==> config.mk <==
export PLATFORM = sky130hd
export DESIGN_NAME = satlb_split
export DESIGN_NICKNAME = d
export VERILOG_FILES = /design/src/design/satlb_pkg.sv /design/src/design/satlb_split.sv
export SDC_FILE = /design/constraint.sdc
export NUM_CORES = 1
export LEC_CHECK = 0
export BUFFER_PORTS_ARGS = -buffer_cell sky130_fd_sc_hd__buf_2
export CORE_MARGIN = 5
export CORE_UTILIZATION = 42
export DETAILED_ROUTE_END_ITERATION = 10
export GPL_ROUTABILITY_DRIVEN = 0
export PLACE_DENSITY = 0.77
export SYNTH_ARGS = -nofsm -noshare
export SYNTH_HDL_FRONTEND = slang
export SYNTH_SLANG_ARGS = --single-unit
==> constraint.sdc <==
create_clock -name i_clk -period 0.8 [get_ports i_clk]
set_input_delay 0.04 -clock i_clk [delete_from_list [all_inputs] [get_ports i_clk]]
set_output_delay 0.04 -clock i_clk [all_outputs]
set_load 0.01 [all_outputs]
==> src/design/satlb_pkg.sv <==
// ---------------------------------------------------------------------------
// satlb_pkg
// Shared item types, field widths, operation codes and controller states for
// the set-associative translation buffer.
// ---------------------------------------------------------------------------
package satlb_pkg;

    // Field widths fixed by the item format
    localparam int OP_W    = 2;
    localparam int SIDX_W  = 4;
    localparam int TAGIN_W = 20;
    localparam int STAMP_W = 32;
    localparam int FRAME_W = 20;
    localparam int PAGE_W  = 24;

    // Operation codes
    localparam logic [OP_W-1:0] OP_LOOKUP = 2'd0;
    localparam logic [OP_W-1:0] OP_INSERT = 2'd1;
    localparam logic [OP_W-1:0] OP_INVAL  = 2'd2;

    // Request item
    typedef struct packed {
        logic [OP_W-1:0]    op;
        logic [SIDX_W-1:0]  set_index;
        logic [TAGIN_W-1:0] tag_value;
        logic [STAMP_W-1:0] time_stamp;
        logic [FRAME_W-1:0] frame_number;
        logic [PAGE_W-1:0]  page_number;
    } t_in_item;

    // Response item
    typedef struct packed {
        logic               hit;
        logic [FRAME_W-1:0] hit_frame;
    } t_out_item;

    // Controller states
    typedef enum logic [2:0] {
        ST_CLEAR,
        ST_IDLE,
        ST_SPLIT,
        ST_READ,
        ST_EVAL,
        ST_SCAN,
        ST_COMMIT
    } t_state;

endpackage

==> src/design/satlb_split.sv <==
// ---------------------------------------------------------------------------
// satlb_split
// Splits a number into quotient and remainder by the set count, using a
// reciprocal multiply followed by a back-multiply. Two load stages; the
// remainder is valid the cycle after the quotient stage loads.
// ---------------------------------------------------------------------------
module satlb_split #(
    parameter int SETS = 16
) (
    input  logic                                    i_clk,
    input  logic                                    i_ld_num,
    input  logic                                    i_ld_quot,
    input  logic [satlb_pkg::PAGE_W-1:0]            i_num,
    output logic [satlb_pkg::PAGE_W-1:0]            o_quot,
    output logic [((SETS > 1) ? $clog2(SETS) : 1)-1:0] o_rem
);

    localparam int NUM_W  = satlb_pkg::PAGE_W;
    localparam int SET_W  = (SETS > 1) ? $clog2(SETS) : 1;
    localparam int DIV_L  = $clog2(SETS);
    localparam int DIV_SH = NUM_W + DIV_L;
    localparam int M_W    = NUM_W + 1;
    localparam int PROD_W = NUM_W + M_W;
    localparam int SETS_W = $clog2(SETS + 1);
    localparam int QD_W   = NUM_W + SETS_W;
    // ceil(2^(N+l) / SETS) gives an exact quotient for every N-bit number
    localparam logic [63:0] DIV_M_FULL =
        ((64'd1 << DIV_SH) + 64'(SETS) - 64'd1) / 64'(SETS);
    localparam logic [M_W-1:0]    DIV_M  = DIV_M_FULL[M_W-1:0];
    localparam logic [SETS_W-1:0] SETS_V = SETS_W'(SETS);

    logic [NUM_W-1:0]  r_num;
    logic [PROD_W-1:0] r_prod;
    logic [NUM_W-1:0]  r_quot;
    logic [QD_W-1:0]   r_qd;
    logic [PROD_W-1:0] prod_sh;
    logic [NUM_W-1:0]  quot_w;
    logic [NUM_W-1:0]  rem_full;

    // Stage 1: capture the number and multiply by the reciprocal
    always_ff @(posedge i_clk) begin
        if (i_ld_num) begin
            r_num  <= i_num;
            r_prod <= PROD_W'(i_num) * PROD_W'(DIV_M);
        end
    end

    assign prod_sh = r_prod >> DIV_SH;
    assign quot_w  = prod_sh[NUM_W-1:0];

    // Stage 2: hold the quotient and multiply it back by the set count
    always_ff @(posedge i_clk) begin
        if (i_ld_quot) begin
            r_quot <= quot_w;
            r_qd   <= QD_W'(quot_w) * QD_W'(SETS_V);
        end
    end

    // Remainder stays below the set count
    assign rem_full = r_num - r_qd[NUM_W-1:0];
    assign o_rem    = rem_full[SET_W-1:0];
    assign o_quot   = r_quot;

endmodule

==> results.rst <==
.. list-table::
   :header-rows: 1

   * - Metric
     - Value
   * - Diode count
     - 0
   * - Fin Setup TNS
     - -2.06 ns
   * - Synthesized netlist cell count
     - 53
   * - Total of flip-flops plus latches after synthesis
     - 44
   * - Crit-path leading delay family
     - flip-flops
   * - Post-route DRC
     - 0
   * - Number of global-route vias before repair
     - 819
   * - Sinks on Clock Net
     - 44
   * - Final setup viols
     - 24
   * - Buffers plus inverters on the worst setup path
     - 1
   * - Required time of the critical path
     - ~0.76 ns
   * - Synthesis-to-finish area growth
     - 43.5%
   * - Vias post-DR
     - 718
   * - Number of inserted filler cells in the final layout
     - 234
   * - Width of the chip
     - roughly 67 um
   * - Fin Hold WS
     - 0.101 ns
   * - Netlist area before placement
     - roughly 1400 sq um
   * - PwrDens
     - slightly above 2000 nW/um^2
   * - Overall Global Routing Usage
     - 0.118
   * - Number of search-and-repair iterations in the first detailed-routing pass
     - 4
   * - Largest net degree at the start of global routing
     - 21
   * - Placement Setup Slack
     - 0.172 ns
   * - Number of design-rule violations left by the first detailed-router iteration
     - 16
   * - Synthesized area per cell
     - 26.1 sq um
   * - Std-Cell Core Area
     - 3100 sq um
   * - WP data arrival
     - 0.87 ns
   * - Static leakage
     - 0.795 nW
   * - Number of buffers on the longest clock path
     - 2
   * - Setup slack of the most critical reg-to-reg path
     - between 0.15 and 0.2 ns
   * - Worst ir drop on vdd
     - 1160 uV
   * - Root buf cell
     - sky130_fd_sc_hd__clkbuf_4
   * - Number of warnings issued by yosys
     - 0
   * - Failing checks
     - negative setup slack
   * - Post-CTS Repair Setup Buffers
     - 0
   * - Starting density of the core
     - 0.446
   * - Placed Instance Area
     - 1700 sq um
   * - Post-layout util
     - 0.640
   * - Critical Path Start Type
     - register
   * - Antenna violations before repair
     - 0
   * - Number of CTS-inserted buffers
     - 5
   * - Number of instances on the worst hold path
     - 2
   * - Ratio of cells with drive above 1 in the final layout
     - 0.439
   * - Endpoint of the most critical register-to-register path
     - o_quot[4]
   * - Die area
     - 4550 sq um
   * - I/O Buffers
     - 50
   * - Reg-to-Reg Start
     - r_prod[32]
   * - Final period utilization
     - 1.14
   * - Crit path kind
     - reg -> out
   * - Hold path startpoint
     - i_ld_quot
   * - Average wire per standard cell
     - 13.1 um
   * - CTS H-tree lvls
     - 2
   * - Clock Latency Late Sink
     - between 0.3 and 0.4 ns
   * - Number of placement rows
     - 20
   * - Average via count per standard cell
     - approximately 4
   * - Worst Slack Setup Final
     - -0.109 ns
   * - DRT Wirelength
     - 2300 um
   * - Peak Freq
     - approximately 1100 MHz
   * - Top Ports
     - 55
   * - CTS clk-pin slew, worst paths
     - 0.11 ns
   * - Max Transition Viols Final
     - 0
   * - ANT nets after route
     - 0
   * - Slowest cell on the critical path
     - sky130_fd_sc_hd__edfxtp_1
   * - Cell-by-cell listing of the critical path
     - buf_2
   * - Crit Path Max Fanout
     - 1
   * - Final hold vios
     - 0
   * - Clock tree from TritonCTS
     - yes
   * - Count of unique library cells instantiated by Yosys
     - 3
   * - Global-route wire length before repair
     - 3700 um
   * - Max-cap violations
     - 0
   * - Endpoint with the worst hold slack
     - o_quot[10]
   * - Type of the most critical hold path
     - in -> reg
   * - Max incr delay on CP
     - 0.39 ns
   * - R2r worst-path depth
     - 0
   * - Maximum clock skew at final layout
     - 0.000896 ns
   * - Setup repair after global routing missed its margin
     - true
   * - Final worst path period need
     - between 0.9 and 1 ns
   * - Sort of element at the end of the critical path
     - output pin
   * - Remaining global-route overflow
     - 0
   * - Outcome
     - complete, but fails checks
   * - # resized after CTS
     - 0
   * - Final #Nets
     - 159
   * - Die span in y
     - 67.4 um
   * - Seq/Total Area, Yosys
     - 0.954
   * - Finished layout cell area
     - 1990 sq um
-- synthesized netlist by cell type, drive strengths merged --
library cell  count  area share
buf               8       0.043
conb              1      0.0027
edfxtp           44        0.95
-- sequential cells by signal (all words and copies together) (netlist names) --
signal  cells
r_prod     24
o_quot     20
-- cell families (layout without fill, tap and decap cells) --
family       after synthesis  after routing  synth area share
buf+inv                    8             84            0.0434
flops                     44             44             0.954
other cells                1              4           0.00271
-- metrics by stage --
stage	cells	total power, mW
detailed placement	145	3.10
global placement	145	3.09
CTS	176	4.09
global route	176	4.23
finish	176	4.02
floorplan	56	2.91
-- power by group --
group	internal [mW]	leakage (nW)	switching [mW]
clock network	0.307	0.0261	0.583
registers	2.73	0.431	0.0378
logic	0.203	0.338	0.160
-- what timing repair did --
action                                  in CTS  in global routing
hold buffers                                24                  0
endpoints found under the setup margin      24                 24
hold endpoints to repair                    24                  0
-- cells in the final DEF, fill, tap and decap left out, drive strengths merged --
master	count
buf	53
clkbuf	5
clkinv	2
conb	4
dlygate4sd3	24
edfxtp	44
-- layout make-up --
class | instances | area [sq um] | area share
sequential | 44 | 1320 | 0.665
timing repair buffer | 77 | 551 | 0.277
tap | 44 | 55.1 | 0.0277
clock buffer | 5 | 37.5 | 0.0189
multi-input combinational | 4 | 15.0 | 0.00756
clock inverter | 2 | 7.51 | 0.00378
-- routing by layer --
layer	track usage	part of all wire	vias up
li1	-	-	347
met1	0.110	0.33	330
met2	0.218	0.56	36
met3	0.0449	0.092	5
met4	0.0608	0.014	0
met5	0	0	-
-- worst max-delay path by stage --
stage | from | end | slack (ns) | depth (start not counted)
final | r_prod[27] | o_rem[3] | -0.11 | 1
after global routing | r_prod[27] | o_rem[3] | -0.18 | 1
after CTS | r_prod[27] | o_rem[3] | -0.15 | 1
after detailed placement | r_prod[42] | o_quot[14] | 0.17 | 0
after global placement | i_ld_num | r_prod[30] | 0.18 | 2
after floorplan | r_prod[28] | o_quot[0] | 0.21 | 0
No activity file was read; power rests on OpenSTA's default activity.
