===== src/design/satlb_mem.sv =====
// ---------------------------------------------------------------------------
// satlb_mem
// Single-port-write, single-port-read synchronous RAM holding one set row
// per entry. Read data is registered and holds until the next read.
// ---------------------------------------------------------------------------
module satlb_mem #(
    parameter int DEPTH = 16,
    parameter int WIDTH = 8
) (
    input  logic                                      i_clk,
    input  logic                                      i_rd_en,
    input  logic [((DEPTH > 1) ? $clog2(DEPTH) : 1)-1:0] i_rd_addr,
    output logic [WIDTH-1:0]                          o_rd_data,
    input  logic                                      i_wr_en,
    input  logic [((DEPTH > 1) ? $clog2(DEPTH) : 1)-1:0] i_wr_addr,
    input  logic [WIDTH-1:0]                          i_wr_data
);

    logic [WIDTH-1:0] r_mem [DEPTH];
    logic [WIDTH-1:0] r_rd_data;

    // Write port
    always_ff @(posedge i_clk) begin
        if (i_wr_en) begin
            r_mem[i_wr_addr] <= i_wr_data;
        end
    end

    // Registered read port
    always_ff @(posedge i_clk) begin
        if (i_rd_en) begin
            r_rd_data <= r_mem[i_rd_addr];
        end
    end

    assign o_rd_data = r_rd_data;

endmodule


===== config.mk =====
export PLATFORM = sky130hd
export DESIGN_NAME = satlb_mem
export DESIGN_NICKNAME = d
export VERILOG_FILES = /design/src/design/satlb_mem.sv
export SDC_FILE = /design/constraint.sdc
export NUM_CORES = 1
export LEC_CHECK = 0
export BUFFER_PORTS_ARGS = -buffer_cell sky130_fd_sc_hd__buf_2
export CORE_AREA = 10 10 156 158
export DETAILED_ROUTE_END_ITERATION = 8
export DIE_AREA = 0 0 166 168
export GPL_TIMING_DRIVEN = 0
export PLACE_DENSITY_LB_ADDON = 0.15
export SETUP_SLACK_MARGIN = 0.05
export SYNTH_ARGS = -nofsm -noshare
export SYNTH_HDL_FRONTEND = slang
export SYNTH_SLANG_ARGS = --single-unit

===== constraint.sdc =====
create_clock -name i_clk -period 2.75 [get_ports i_clk]
set_input_delay 0.55 -clock i_clk [delete_from_list [all_inputs] [get_ports i_clk]]
set_output_delay 0.55 -clock i_clk [all_outputs]
set_load 0.05 [all_outputs]

==> results.tsv, run 1 <==
metric	value	unit
Core ar.	21400	µm²
CTS buffer count	17	
CP max-delay cell	nor2_1	
min-delay worst type	in -> reg	
combinational share of power	5.6	%
Leak Pwr	2.03	nW
CTS tree	built	
fmax	524	MHz
final WL	12000	µm
WL/cell	21.0	µm
cts repair resizes	0	
global-route wire length before repair	17500	µm
maximum net fanout on the critical path	8	
dpl cells	534	
DRC viols	0	
Worst Setup End Kind	flip-flop	
Sw Ratio	20.8	%
final setup vio count	0	
Congestion Overflow GR	0	
Max Clock Skew	4.35	ps
Met3 Wirelength	489	µm
vias in the first global route	2600	
initial cell density of the core	24.4	%
number of cells produced by synthesis	229	
Layout area overhead	19.8	%
max_cap viols	0	
critical path's top delay family	simple AND/OR/NAND/NOR gates	
cts hold-fix bufs	0	
final hold vios	0	
Seq/Total Area, Yosys	78.1	%
GPL Wtd Cong	0.681	
Slew headroom	15.4	%
met2 wire length	5630	µm
kind of critical path	in -> reg	
Post-CTS Setup Inserts	0	
PD cells	754	nW/µm²
clock share of power	44.7	%
Synth top area share	78.1	%
Worst Tran Pin Value	1260	ps
Placement Setup Slack	288	ps
first-pass detailed-route iteration total	5	
clock buffer depth	2	
initial antenna violation count	0	
Final Non-Filler Cells	568	
routed vias/inst	4.20	
final hold slack	499	ps
WP buf/inv	1	
largest net degree at the start of global routing	17	
final setup TNS	0	ps
Layout Nets	294	
die footprint	27900	µm²
CP required	2780	ps
final worst slack	843	ps
Antenna Cells	0	
DR iter-0 viols	117	
gr usage total	8.79	%
root buffer cell	clkbuf_16	
RSZ-0062 raised after global routing	no	
wl on met1	5560	µm
boundary pin count	27	
clk slew on worst S/H paths	50	ps
top cells by area, synth	edfxtp_1 (78%), mux4_2 (7.8%), mux4_1 (7.0%)	
Startpoint Class	input pin	
Warnings, synthesis	0	
Die W	166	µm
fin crit period	1910	ps
CP Cell Sequence	buf_2 -> or3b_2 -> nor2_1	
CP peak stage delay	720	ps
internal power	3.74	mW
highest metal used	met4	
I/O Buffers	25	
largest area contributor in the netlist	edfxtp_1	
synthesized area	5230	µm²
Flop pwr share	49.7	%
CTS H-tree depth	4	
row cnt	54	
Unique masters post-synth	18	
net switching power	0.982	mW
Peak supply drop	0.000381	V
detailed placement HPWL	7670	µm
vias after detailed routing	2384	
clock sinks	136	
Max Slew Vio Count	0	
synthesized flop and latch total	136	
run status	completed	
Syn Area/Cell	22.8	µm²
crit path DAT	1940	ps
proportion of layout cells with a drive suffix above 1	28.1	%
fin crit share	69.3	%
Die Ht	168	µm
syn_nets	248	
later-pin clock latency in the skew report	410	ps
Final ANT Viol Nets	0	
Yosys cell counts:
library cell,n
nor2_1,13
and2_1,1
nor3_1,4
edfxtp_1,136
nor2b_1,1
buf_6,3
nand2b_1,2
nand2_1,9
nand3_1,1
clkdlybuf4s25_2,3
or3b_2,1
and2b_1,1
mux4_1,14
a22oi_1,16
mux4_2,18
buf_2,3
nand3b_1,2
buf_4,1
layout make-up:
| type | instances | area (µm²) |
|---|---|---|
| multi-input cells | 83 | 1060 |
| clock inverters | 12 | 109 |
| flip-flops and latches | 136 | 4080 |
| fillers | 2075 | 15200 |
| plain buffers | 10 | 86.3 |
| well taps | 280 | 350 |
| clock buffers | 20 | 437 |
| repair buffers | 27 | 135 |
worst paths after layout:
| check | from | endpoint | slack (ps) | depth (start not counted) |
|---|---|---|---|---|
| worst max-delay path | i_wr_addr[2] | r_mem[3][7] | 840 | 3 |
| worst min-delay path | i_rd_en | o_rd_data[1] | 500 | 1 |
| worst max register to register | r_mem[6][0] | o_rd_data[0] | 1100 | 3 |
| worst min register to register | r_mem[11][2] | o_rd_data[2] | 770 | 3 |
metrics by stage:
stage          total power, mW  instance area [µm²]  utilization [%]
2_1_floorplan             2.54                 5230                -
3_3_place_gp              2.66                 5700             26.6
3_5_place_dp              2.66                 5710             26.7
4_1_cts                   4.78                 6250             29.2
5_1_grt                   4.90                 6260             29.2
6_report                  4.72                 6260             29.2
cells in the final DEF, fill, tap and decap left out, drive strengths merged:
master	count
clkdlybuf4s25	3
nor2	13
nor2b	1
mux4	32
clkinvlp	2
buf	34
and2	1
nand2b	2
nand3b	2
a22oi	16
nand3	1
edfxtp	136
and2b	1
nand2	9
clkinv	8
or3b	1
bufinv	2
clkbuf	20
nor3	4
sequential cells by signal, indices dropped and copies added, names as in the netlist:
signal,flops
o_rd_data,8
r_mem,128
layer usage:
metal / vias up / track usage (%)
li1: 1071 / -
met1: 1246 / 11.4
met2: 51 / 13.3
met3: 16 / 2.75
met4: 0 / 3.85
met5: - / 0
worst reg2reg max path, delay by kind of cell (launching register included):
family	cells	cell delay, ps
mux	1	560
compound gates	1	380
flops	1	350
simple gates	1	90
kinds of logic (layout without fill, tap and decap cells):
kind of cell,after synthesis,count (layout),synth area share (%)
muxes,32,32,14.8
and+or+nand+nor,35,35,3.14
DFF,136,136,78.1
buffers and inverters,10,69,1.65
AOI/OAI and AO/OA,16,16,2.30
power by group through the flow:
stage / Clock (mW) / Sequential (mW) / Combinational [mW]
floorplan: 0 / 2.42 / 0.118
finish: 2.11 / 2.35 / 0.264
CTS: 2.16 / 2.35 / 0.272
detailed placement: 0 / 2.39 / 0.272
global placement: 0 / 2.39 / 0.269
global route: 2.26 / 2.35 / 0.287
Power figures use the tool's default switching activity.
==> run 2, diff against run 1 <==
ABC_AREA = 1   (was unset)
CORE_AREA = 10 10 164 166   (was 10 10 156 158)
DIE_AREA = 0 0 174 176   (was 0 0 166 168)
clock period = 1.79 ns   (was 2.75 ns; I/O delays follow)
==> run 2 against run 1 <==
  * Setup slack worse by 530 ps
  * Sequential share of layout area shrank 6.6 points
  * First-iteration DRC count increased by 110%
  * Cell count grew 64%
  * Critical path type unchanged
  * Largest power group unchanged
  * Highest routed layer unchanged
==> results.tsv, run 2 <==
metric	value	unit
run status	completed	
Startpoint Class	input pin	
Final Cell Area	6970	µm²
worst r2r src	r_mem[11][2]	
Peak supply drop	0.000447	V
commonest cells after routing, fill and taps aside	nand2_1 (173), edfxtp_1 (136), inv_1 (100)	
max reg flops	128	
Commonest cells post-synth	nand2_1 (173), edfxtp_1 (136), inv_1 (100), nand3_1 (97), nor2_1 (17)	
CP max-delay cell	nor2_1	
Top FF cell, synth	edfxtp_1	
largest net degree at the start of global routing	17	
count leader, synth	nand2_1	
Core ar.	23800	µm²
commonest non-fill, non-tap cell in the layout	nand2_1	
vias in the first global route	3803	
Total Power	7.69	mW
detailed placement HPWL	11000	µm
later-pin clock latency in the skew report	420	ps
CP required	1830	ps
PD cells	1100	nW/µm²
syn_nets	570	
final setup TNS	0	ps
Post-CTS Setup Inserts	0	
clock sinks	136	
clk slew on worst S/H paths	60	ps
Synth top area share	69.8	%
FF/Latch Area	4080	µm²
clock buffer depth	2	
Setup crit start	i_wr_addr[3]	
DRC viols	0	
Antenna Cells	0	
Final ANT Viol Nets	0	
Worst Setup End Kind	flip-flop	
Congestion Overflow GR	0	
vias after detailed routing	3729	
DR iter-0 viols	250	
Die Ht	176	µm
CTS tree	built	
gr usage total	10.7	%
final WL	16000	µm
CTS H-tree depth	4	
largest reg by FF count	r_mem	
cts hold-fix bufs	0	
root buffer cell	clkbuf_16	
RSZ-0062 raised after global routing	no	
min-delay src	i_rd_en	
largest area contributor in the netlist	edfxtp_1	
min-delay worst type	in -> reg	
Layout Nets	612	
CP Cell Sequence	buf_2 -> nand3b_1 -> nor2_1	
Max Slew Vio Count	0	
WL/cell	17.2	µm
top cells by area, synth	edfxtp_1 (70%), nand2_1 (11%), nand3_1 (8.3%)	
Post-synth ARST share	0	%
first-pass detailed-route iteration total	5	
Warnings, synthesis	0	
synthesized flop and latch total	136	
boundary pin count	27	
proportion of layout cells with a drive suffix above 1	12.9	%
number of cells produced by synthesis	551	
initial cell density of the core	24.5	%
fmax	678	MHz
DP Area	6370	µm²
Multi-input gate area	1210	µm²
Layout area overhead	19.2	%
max_cap viols	0	
Leak Pwr	2.91	nW
row cnt	57	
Syn Area/Cell	10.6	µm²
fin crit period	1470	ps
fillers	2514	
fin crit share	82.4	%
final setup vio count	0	
GPL Wtd Cong	0.799	
WP buf/inv	1	
Worst Tran Pin Value	985	ps
critical path's top delay family	simple AND/OR/NAND/NOR gates	
kind of critical path	in -> reg	
global-route wire length before repair	24200	µm
Slew headroom	34.1	%
I/O Buffers	23	
Unique masters post-synth	11	
crit path DAT	1510	ps
maximum net fanout on the critical path	8	
Seq/Total Area, Yosys	69.8	%
final hold vios	0	
CP peak stage delay	760	ps
synthesized area	5850	µm²
routed vias/inst	4.01	
cts repair resizes	0	
Die W	174	µm
initial antenna violation count	0	
Max Clock Skew	6.10	ps
CTS buffer count	17	
Post-synth EDFFs	136	
die footprint	30600	µm²
## run 2: cell types whose count changed after synthesis, moves of 4 or more
cell,previous run,this run
mux4_1,14,0
inv_1,0,100
a22oi_1,16,0
nor3_1,4,0
nand3_1,1,97
mux4_2,18,0
buf_2,3,13
nor2_1,13,17
nand2_1,9,173
## run 2: cell families after synthesis
family | Yosys count | share of synthesized area (%)
buf+inv | 126 | 9.39
flops | 136 | 69.8
simple gates | 289 | 20.8
## run 2: metal layers
metal / GRT usage [%] / up-vias / wire [µm]
met5: 0 / - / 0
met4: 4.06 / 0 / 251
met3: 2.20 / 16 / 478
met2: 17.2 / 71 / 7470
met1: 14.1 / 1769 / 7800
li1: - / 1873 / -
## run 2: area by class of cell
type	count	area share [%]
plain buffers	24	2.39
clock buffers	18	6.16
clock inverters	14	2.51
inverters	102	5.49
multi-input cells	289	17.4
flip-flops and latches	136	58.6
well taps	324	5.81
repair buffers	23	1.65
## run 2: worst paths after layout
| check | end | slack, ps | depth (start not counted) |
|---|---|---|---|
| hold reg to reg | o_rd_data[5] | 800 | 6 |
| setup reg to reg | o_rd_data[2] | 560 | 6 |
| hold / removal | o_rd_data[7] | 280 | 1 |
| setup / recovery | r_mem[4][6] | 320 | 3 |
## run 2: through the flow
step	std cells	hold WS (ps)	util (%)	setup slack (ps)
3_3_place_gp	898	690	26.7	-107
4_1_cts	930	277	29.3	247
6_report	930	282	29.3	316
3_5_place_dp	898	717	26.7	-200
2_1_floorplan	551	457	-	481
5_1_grt	930	277	29.3	225
## run 2: worst reg2reg max path, cell delays in order, from the launching register on
cell and delay [ps]:
edfxtp_1 370, inv_1 60, nand2_1 40, nand3_1 110, nand3_1 80, nand3_1 160
nand2_1 130
## run 2: power breakdown
part	internal [mW]	leakage (nW)	switching [mW]
logic	0.134	1.39	0.395
registers	3.59	1.24	0.0164
clock network	2.20	0.288	1.36
total	5.92	2.91	1.77
